$ cat config.mk
export PLATFORM = sky130hd
export DESIGN_NAME = neuron_weighted_sum_sigmoid
export DESIGN_NICKNAME = d
export VERILOG_FILES = /design/src/hw/rtl/nws_pkg.sv /design/src/hw/rtl/neuron_weighted_sum_sigmoid.sv /design/src/hw/rtl/nws_post.sv
export SDC_FILE = /design/constraint.sdc
export NUM_CORES = 2
export LEC_CHECK = 0
export ABC_AREA = 1
export BUFFER_PORTS_ARGS = -buffer_cell sky130_fd_sc_hd__buf_4
export CORE_MARGIN = 2
export CORE_UTILIZATION = 55
export CTS_BUF_LIST = sky130_fd_sc_hd__clkbuf_8
export DETAILED_ROUTE_END_ITERATION = 8
export GPL_TIMING_DRIVEN = 0
export PLACE_DENSITY = 0.76
export SLEW_MARGIN = 10
export SYNTH_ARGS = -nofsm -noshare
export SYNTH_HDL_FRONTEND = slang
export SYNTH_SLANG_ARGS = --single-unit
$ cat constraint.sdc
create_clock -name clk -period 9.3 [get_ports clk]
set_input_delay 1.395 -clock clk [delete_from_list [all_inputs] [get_ports clk]]
set_output_delay 1.395 -clock clk [all_outputs]
set_load 0.01 [all_outputs]
$ cat src/hw/rtl/nws_pkg.sv
// Shared constants, codes and types for the weighted-sum sigmoid neuron.
package nws_pkg;

	// Default parameter values
	localparam int MAX_INPUTS_DEF = 32;
	localparam int DATA_WIDTH_DEF = 16;

	// Arithmetic widths: Q.24 accumulator, Q.12 result
	localparam int ACC_W     = 40;
	localparam int FRAC_BITS = 12;
	localparam int Q_W       = ACC_W - FRAC_BITS;
	localparam int RES_W     = 32;
	localparam int SIG_W     = 13;

	// Element counter
	localparam int CNT_W   = 6;
	localparam int CNT_MAX = 63;

	// Request codes
	localparam logic CMD_WRITE = 1'b0;
	localparam logic CMD_ELEM  = 1'b1;

	// Configuration register map
	localparam int CFG_IDX_W  = 1;
	localparam int CFG_DATA_W = 6;
	localparam logic [CFG_IDX_W-1:0] CFG_INPUT_COUNT = 1'd0;
	localparam logic [CFG_IDX_W-1:0] CFG_USE_SIGMOID = 1'd1;
	localparam logic [CNT_W-1:0]     INPUT_COUNT_RST = 6'd4;
	localparam logic                 USE_SIGMOID_RST = 1'b1;

	// PLAN sigmoid breakpoints (on |x| in Q.12) and offsets
	localparam logic [Q_W-1:0]   SIG_SAT_TH  = Q_W'(20480);
	localparam logic [Q_W-1:0]   SIG_MID_TH  = Q_W'(9728);
	localparam logic [Q_W-1:0]   SIG_LOW_TH  = Q_W'(4096);
	localparam logic [SIG_W-1:0] SIG_ONE     = 13'd4096;
	localparam logic [SIG_W-1:0] SIG_OFS_HI  = 13'd3456;
	localparam logic [SIG_W-1:0] SIG_OFS_MID = 13'd2560;
	localparam logic [SIG_W-1:0] SIG_OFS_LO  = 13'd2048;

	// Controls handed to the result stage
	typedef struct packed {
		logic err;
		logic use_sig;
	} nws_post_ctl_t;

endpackage

$ cat src/hw/rtl/neuron_weighted_sum_sigmoid.sv
// Top level of the fixed-point neuron: weight store, MAC pipeline, output buffer.
//
//  channel  | handshake            | payload
//  ---------+----------------------+-------------------------------------------
//  in       | in_valid / in_ready  | cmd, index, value (Q4.12), last
//  out      | out_valid / out_ready| result (Q.12), count_error
//  cfg      | cfg_valid / cfg_ready| cfg_index, cfg_data
//
// One request per cycle is taken while the skid entry is empty, weight writes
// and elements alike; the multiply-accumulate pipeline (weight read, multiply,
// accumulate, result) needs no stall between elements. After the last element,
// its result passes the stage 1, 2 and 3 and output registers to out_valid.
// Reset clears the accumulator, element count and configuration (count 4,
// sigmoid on); the weight store is not cleared and must be written first.
// A two-entry output buffer (result register plus skid) decouples the sides;
// in_ready drops only while the skid entry holds a result.
module neuron_weighted_sum_sigmoid #(
	parameter int MAX_INPUTS = nws_pkg::MAX_INPUTS_DEF,
	parameter int DATA_WIDTH = nws_pkg::DATA_WIDTH_DEF
) (
	input  logic                                  clk,
	input  logic                                  arst_n,
	// input requests
	input  logic                                  in_valid,
	output logic                                  in_ready,
	input  logic                                  cmd,
	input  logic [nws_pkg::CNT_W-1:0]             index,
	input  logic signed [DATA_WIDTH-1:0]          value,
	input  logic                                  last,
	// results
	output logic                                  out_valid,
	input  logic                                  out_ready,
	output logic signed [nws_pkg::RES_W-1:0]      result,
	output logic                                  count_error,
	// configuration
	input  logic                                  cfg_valid,
	output logic                                  cfg_ready,
	input  logic [nws_pkg::CFG_IDX_W-1:0]         cfg_index,
	input  logic [nws_pkg::CFG_DATA_W-1:0]        cfg_data
);
	import nws_pkg::*;

	localparam int AW = $clog2(MAX_INPUTS + 1);

	// configuration registers
	logic [CNT_W-1:0] input_count_q;
	logic             use_sigmoid_q;

	// weight store: entries 0..MAX_INPUTS; weights sit below index input_count
	// (clipped to MAX_INPUTS) and the bias sits at that index
	logic signed [DATA_WIDTH-1:0] wmem [MAX_INPUTS+1];

	// front end
	logic             en;
	logic             acc_wr;
	logic             acc_elem;
	logic             idx_ok;
	logic [CNT_W-1:0] cnt_q;
	logic [CNT_W-1:0] cnt_nxt;
	logic [CNT_W-1:0] n_eff;
	logic             mac_en;
	logic [AW-1:0]    wt_addr;
	logic [AW-1:0]    bias_addr;

	// stage 1: registered memory reads
	logic                         vld_s1, last_s1, err_s1, mac_s1;
	logic signed [DATA_WIDTH-1:0] val_s1, wt_s1, bias_s1;
	logic signed [2*DATA_WIDTH-1:0] prod_full;

	// stage 2: product and scaled bias
	logic                    vld_s2, last_s2, err_s2;
	logic signed [ACC_W-1:0] prod_s2, bias_s2;

	// accumulator and stage 3: final sum
	logic signed [ACC_W-1:0] acc_q;
	logic                    res_vld_s3, err_s3;
	logic signed [ACC_W-1:0] sum_s3;

	// result stage and output buffer
	nws_post_ctl_t           post_ctl;
	logic signed [RES_W-1:0] post_res;
	logic                    out_valid_q, skid_vld_q;
	logic signed [RES_W-1:0] res_q, skid_res_q;
	logic                    err_q, skid_err_q;

	//--------------------------------------------------------------------------
	// configuration port, always ready
	//--------------------------------------------------------------------------
	assign cfg_ready = 1'b1;

	always_ff @(posedge clk or negedge arst_n) begin
		if (!arst_n) begin
			input_count_q <= INPUT_COUNT_RST;
			use_sigmoid_q <= USE_SIGMOID_RST;
		end else if (cfg_valid) begin
			unique case (cfg_index)
				CFG_INPUT_COUNT: input_count_q <= CNT_W'(cfg_data);
				CFG_USE_SIGMOID: use_sigmoid_q <= cfg_data[0];
				default: ;
			endcase
		end
	end

	//--------------------------------------------------------------------------
	// request decode and element counting
	//--------------------------------------------------------------------------
	// whole pipeline holds only while the skid entry is occupied
	assign en       = !skid_vld_q;
	assign in_ready = en;
	assign acc_wr   = in_valid && in_ready && (cmd == CMD_WRITE);
	assign acc_elem = in_valid && in_ready && (cmd == CMD_ELEM);
	assign idx_ok   = int'(index) <= MAX_INPUTS;

	// count above the store size is clipped to it
	assign n_eff   = (int'(input_count_q) > MAX_INPUTS) ? CNT_W'(MAX_INPUTS) : input_count_q;
	assign mac_en  = cnt_q < n_eff;
	assign cnt_nxt = (cnt_q != CNT_W'(CNT_MAX)) ? CNT_W'(cnt_q + 1'b1) : cnt_q;

	assign wt_addr   = mac_en ? AW'(cnt_q) : '0;
	assign bias_addr = AW'(n_eff);

	always_ff @(posedge clk or negedge arst_n) begin
		if (!arst_n) begin
			cnt_q <= '0;
		end else if (acc_elem) begin
			cnt_q <= last ? '0 : cnt_nxt;
		end
	end

	// weight store: one write port, two registered read ports
	always_ff @(posedge clk) begin
		if (acc_wr && idx_ok)
			wmem[AW'(index)] <= value;
	end

	always_ff @(posedge clk) begin
		if (acc_elem) begin
			wt_s1   <= wmem[wt_addr];
			bias_s1 <= wmem[bias_addr];
			val_s1  <= value;
		end
	end

	//--------------------------------------------------------------------------
	// pipeline control
	//--------------------------------------------------------------------------
	always_ff @(posedge clk or negedge arst_n) begin
		if (!arst_n) begin
			vld_s1     <= 1'b0;
			last_s1    <= 1'b0;
			err_s1     <= 1'b0;
			mac_s1     <= 1'b0;
			vld_s2     <= 1'b0;
			last_s2    <= 1'b0;
			err_s2     <= 1'b0;
			res_vld_s3 <= 1'b0;
			err_s3     <= 1'b0;
			acc_q      <= '0;
		end else if (en) begin
			vld_s1  <= acc_elem;
			last_s1 <= acc_elem && last;
			err_s1  <= cnt_nxt != n_eff;
			mac_s1  <= mac_en;
			vld_s2  <= vld_s1;
			last_s2 <= last_s1;
			err_s2  <= err_s1;
			res_vld_s3 <= vld_s2 && last_s2;
			err_s3     <= err_s2;
			if (vld_s2)
				acc_q <= last_s2 ? '0 : ACC_W'(acc_q + prod_s2);
		end
	end

	// Q4.12 x Q4.12 -> Q.24, sign-extended to the accumulator width
	assign prod_full = val_s1 * wt_s1;

	always_ff @(posedge clk) begin
		if (en) begin
			prod_s2 <= mac_s1 ? ACC_W'(prod_full) : '0;
			bias_s2 <= ACC_W'(bias_s1) <<< FRAC_BITS;
			sum_s3  <= ACC_W'(acc_q + prod_s2 + bias_s2);
		end
	end

	//--------------------------------------------------------------------------
	// result conversion
	//--------------------------------------------------------------------------
	assign post_ctl.err     = err_s3;
	assign post_ctl.use_sig = use_sigmoid_q;

	nws_post u_post (
		.sum    (sum_s3),
		.ctl    (post_ctl),
		.result (post_res)
	);

	//--------------------------------------------------------------------------
	// output register with skid entry
	//--------------------------------------------------------------------------
	always_ff @(posedge clk or negedge arst_n) begin
		if (!arst_n) begin
			out_valid_q <= 1'b0;
			skid_vld_q  <= 1'b0;
		end else if (skid_vld_q) begin
			if (out_ready)
				skid_vld_q <= 1'b0;
		end else if (out_valid_q && !out_ready) begin
			if (res_vld_s3)
				skid_vld_q <= 1'b1;
		end else begin
			out_valid_q <= res_vld_s3;
		end
	end

	always_ff @(posedge clk) begin
		if (skid_vld_q) begin
			if (out_ready) begin
				res_q <= skid_res_q;
				err_q <= skid_err_q;
			end
		end else if (out_valid_q && !out_ready) begin
			skid_res_q <= post_res;
			skid_err_q <= err_s3;
		end else begin
			res_q <= post_res;
			err_q <= err_s3;
		end
	end

	assign out_valid   = out_valid_q;
	assign result      = res_q;
	assign count_error = err_q;

`ifndef SYNTH
	// a count error always carries a zero result
	a_err_zero: assert property (@(posedge clk) disable iff (!arst_n)
		out_valid && count_error |-> result == '0)
		else $error("count error with nonzero result");

	// sigmoid output stays within 0..1.0
	a_sig_range: assert property (@(posedge clk) disable iff (!arst_n)
		out_valid && !count_error && use_sigmoid_q |->
			!result[RES_W-1] && (result[RES_W-2:0] <= (RES_W-1)'(SIG_ONE)))
		else $error("sigmoid result out of range");

	// skid entry only fills behind a held result
	a_skid_order: assert property (@(posedge clk) disable iff (!arst_n)
		skid_vld_q |-> out_valid_q)
		else $error("skid entry valid without output valid");

	// the element marked last restarts the count
	a_cnt_clear: assert property (@(posedge clk) disable iff (!arst_n)
		acc_elem && last |=> cnt_q == '0)
		else $error("element count not cleared after last");
`endif

endmodule

$ cat src/hw/rtl/nws_post.sv
// Result stage: Q.24 to Q.12 conversion, PLAN sigmoid and error select.
module nws_post (
	input  logic signed [nws_pkg::ACC_W-1:0] sum,
	input  nws_pkg::nws_post_ctl_t           ctl,
	output logic signed [nws_pkg::RES_W-1:0] result
);
	import nws_pkg::*;

	logic signed [Q_W-1:0] q12;
	logic [Q_W-1:0]        mag;
	logic [SIG_W-1:0]      y_pos;
	logic [SIG_W-1:0]      y_sig;

	// arithmetic shift right by 12 (floor); a 28-bit value never needs 32-bit saturation
	assign q12 = sum[ACC_W-1:FRAC_BITS];
	assign mag = q12[Q_W-1] ? Q_W'(-q12) : Q_W'(q12);

	always_comb begin
		if (mag >= SIG_SAT_TH)
			y_pos = SIG_ONE;
		else if (mag >= SIG_MID_TH)
			y_pos = SIG_W'(mag >> 5) + SIG_OFS_HI;
		else if (mag >= SIG_LOW_TH)
			y_pos = SIG_W'(mag >> 3) + SIG_OFS_MID;
		else
			y_pos = SIG_W'(mag >> 2) + SIG_OFS_LO;
	end

	// odd symmetry around 0.5
	assign y_sig = q12[Q_W-1] ? SIG_W'(SIG_ONE - y_pos) : y_pos;

	always_comb begin
		if (ctl.err)
			result = '0;
		else if (ctl.use_sig)
			result = RES_W'({1'b0, y_sig});
		else
			result = RES_W'(q12);
	end

endmodule
==> flow_summary.json <==
{
  "hold_class": "flop to flop",
  "critPathLaunch": "input_count_q[5]",
  "r2r-start": "input_count_q[5]",
  "core_area_um2": 91200,
  "clkTransAtPathRegs_ps": 60,
  "layout_min_cycle_time_ps": 7420,
  "synth-adder-area-share": 0.145,
  "drv_slew": 0,
  "finalSetupViolCount": 0,
  "insertion_delay_ps": 860,
  "postSynthAreaPerCell_um2": 9.30,
  "row_count": 111,
  "synthXorXnorAreaFrac": 0.0141,
  "synth-simple-area-share": 0.144,
  "syn2layout_area_growth_pct": 10.5,
  "post-route-drc-count": 0,
  "synth_compound_area_frac": 0.152,
  "overflow": 0,
  "initial_utilization": 0.553,
  "post_cts_buffers": 0,
  "cts_tree": "yes",
  "hold_viol": 0,
  "die_area_um2": 94200,
  "fin_util": 0.611,
  "ys_seq_area_frac": 0.454,
  "path_max_fanout": 10,
  "skew_ps": 58.2,
  "grt_pass1_vias": 41812,
  "synth.area.mux_share": 0.000669,
  "cts.repair.resized": 0,
  "fin_setup_tns_ps": 0,
  "fin_crit_sh": 0.798,
  "status": "finished clean",
  "drt-total-wl_mm": 182,
  "postSynthCellCount": 5427,
  "dpl_worst_slack_ps": 2330,
  "synth_nets": 5891,
  "die_height_um": 307,
  "nNetsFinal": 6135,
  "tightest_slew_ps": 1180,
  "critPathRequiredTime_ps": 9960,
  "grt_pass1_wl_mm": 265,
  "hold_slack_ps": 403,
  "ys_seq_elements": 774,
  "htree_levels": 4,
  "wl_per_cell_um": 26.2,
  "arrival_ps": 8080,
  "relSlewSlack": 0.208,
  "ys.flop_type": "edfxtp_1",
  "min_from": "bias_s1[6]",
  "fillers": 7663,
  "vias": 43224,
  "cap_viol_max_count": 0,
  "seq_area_um2": 22900,
  "setup_slack_ps": 1880,
  "syn_area_um2": 50500,
  "cts_max_path_buffers": 3,
  "ys_types": 61,
  "synth_top_family_by_area": "compound AO/OA/AOI/OAI gates",
  "numCtsBuffers": 136,
  "worst_setup_path_start_kind": "flop",
  "end_kind": "flop",
  "path_class": "flop to flop",
  "grt_max_degree": 65,
  "portBuffers": 70,
  "max_freq_ghz": 0.135,
  "async_flop_share": 0.0827,
  "root_buffer": "clkbuf_8",
  "grt_use_total": 0.386,
  "ys_warn_count": 0,
  "drive_gt1_frac": 0.0823,
  "routed_via_density": 6.21,
  "io-pin-count": 72,
  "gp_congestion": 1.11,
  "clkSinkCount": 774,
  "dp_hpwl_mm": 137,
  "holdBufCountCts": 0,
  "ant_nets": 0,
  "synth_edf_count": 710,
  "die_x_um": 307,
  "dr.pass1.iters": 6,
  "initialDrtViolationCount": 6347,
  "multiInputGateArea_um2": 23200,
  "rsz0062_at_grt": "no",
  "antenna_found_initial": 6
}
==> cells by family (layout without fill, tap and decap cells) <==
kind of cell	Yosys count	count (layout)
adders and majority gates	428	428
other	1	4
AOI/OAI and AO/OA	1279	1279
buffers and inverters	1164	1509
DFF	774	774
and+or+nand+nor	1697	1697
muxes	3	3
xor gates and xnor gates	81	81
==> per-stage QoR <==
stage	area, µm²	cells
4_1_cts	55800	6958
5_1_grt	55800	6960
2_1_floorplan	50500	5427
3_5_place_dp	53200	6719
3_3_place_gp	52500	6683
6_report	55800	6961
==> synth_stat cells, drive strengths merged, types with 7 or more instances <==
library cell	count	area share
nand2	1086	0.082
inv	846	0.063
edfxtp	710	0.42
o21ai	454	0.045
a21oi	360	0.036
nand3	352	0.038
o211ai	326	0.048
fa	264	0.10
clkbuf	238	0.018
nor2	210	0.018
ha	164	0.041
buf	73	0.0077
dfrtp	62	0.031
xor2	53	0.0092
o221ai	33	0.0057
xnor2	28	0.0049
a22o	22	0.0038
nand4	19	0.0024
a221o	16	0.0032
o21a	15	0.0022
nor3	12	0.0012
a31oi	10	0.0012
nand3b	10	0.0015
a21o	7	0.0010
clkinv	7	0.00055
o21bai	7	0.0010
o22ai	7	0.00087
==> cell usage in the layout (no fill, tap or decap), types with 164 or more instances in the layout <==
cell,instances
nand3_1,327
ha_1,164
nand2_1,1062
o211ai_1,326
inv_1,870
edfxtp_1,710
a21oi_1,359
clkbuf_1,237
o21ai_0,430
fa_1,264
==> final timing paths <==
| kind | to | slack [ps] | cells past startpoint |
|---|---|---|---|
| max | wt_s1[5] | 1880 | 18 |
| min | bias_s2[18] | 400 | 0 |
| max reg2reg | wt_s1[5] | 1880 | 18 |
| min reg2reg | bias_s2[18] | 400 | 0 |
| max in group asynchronous | acc_q[21] | 8020 | 1 |
| min in group asynchronous | acc_q[38] | 650 | 1 |
==> worst max-delay path, stage by stage, from the launching register on <==
cell,delay [ps]
dfrtp_1,380
clkinv_1,180
nand2_1,440
clkbuf_1,560
clkbuf_1,870
ha_1,390
o21a_1,100
o21ai_0,140
nand2_1,230
nor2_1,960
buf_2,470
buf_2,460
clkbuf_1,880
o211ai_1,210
nand3_1,190
o211ai_1,110
nand3_1,280
nand3_1,230
nand2_1,120
==> final cells by class <==
class / instances / area share
antenna: 3 / 0.000135
buffer: 311 / 0.0230
clock buffer: 142 / 0.0350
clock inverter: 97 / 0.0118
inverter: 853 / 0.0575
multi-input combinational: 3489 / 0.415
sequential: 774 / 0.411
tap: 1186 / 0.0266
timing repair buffer: 106 / 0.0197
==> flip-flops by register name, summed over array words and instances (netlist names), 6 cells and up <==
name	cells
input_count_q	6
wmem	528
skid_res_q	28
prod_s2	32
result	28
val_s1	16
bias_s2	16
acc_q	40
sum_s3	28
wt_s1	16
bias_s1	16
cnt_q	6
==> metal layers <==
metal	share of wire	up-vias	wire [µm]	track usage
met2	0.44	3007	80400	0.589
met3	0.13	666	23500	0.113
met4	0.062	6	11300	0.216
li1	-	18882	-	-
met5	0.00023	-	42	0
met1	0.37	20663	66800	0.496
Power is not shown: default switching activity piles up to over one toggle a cycle in this logic, so the estimate is an artifact.
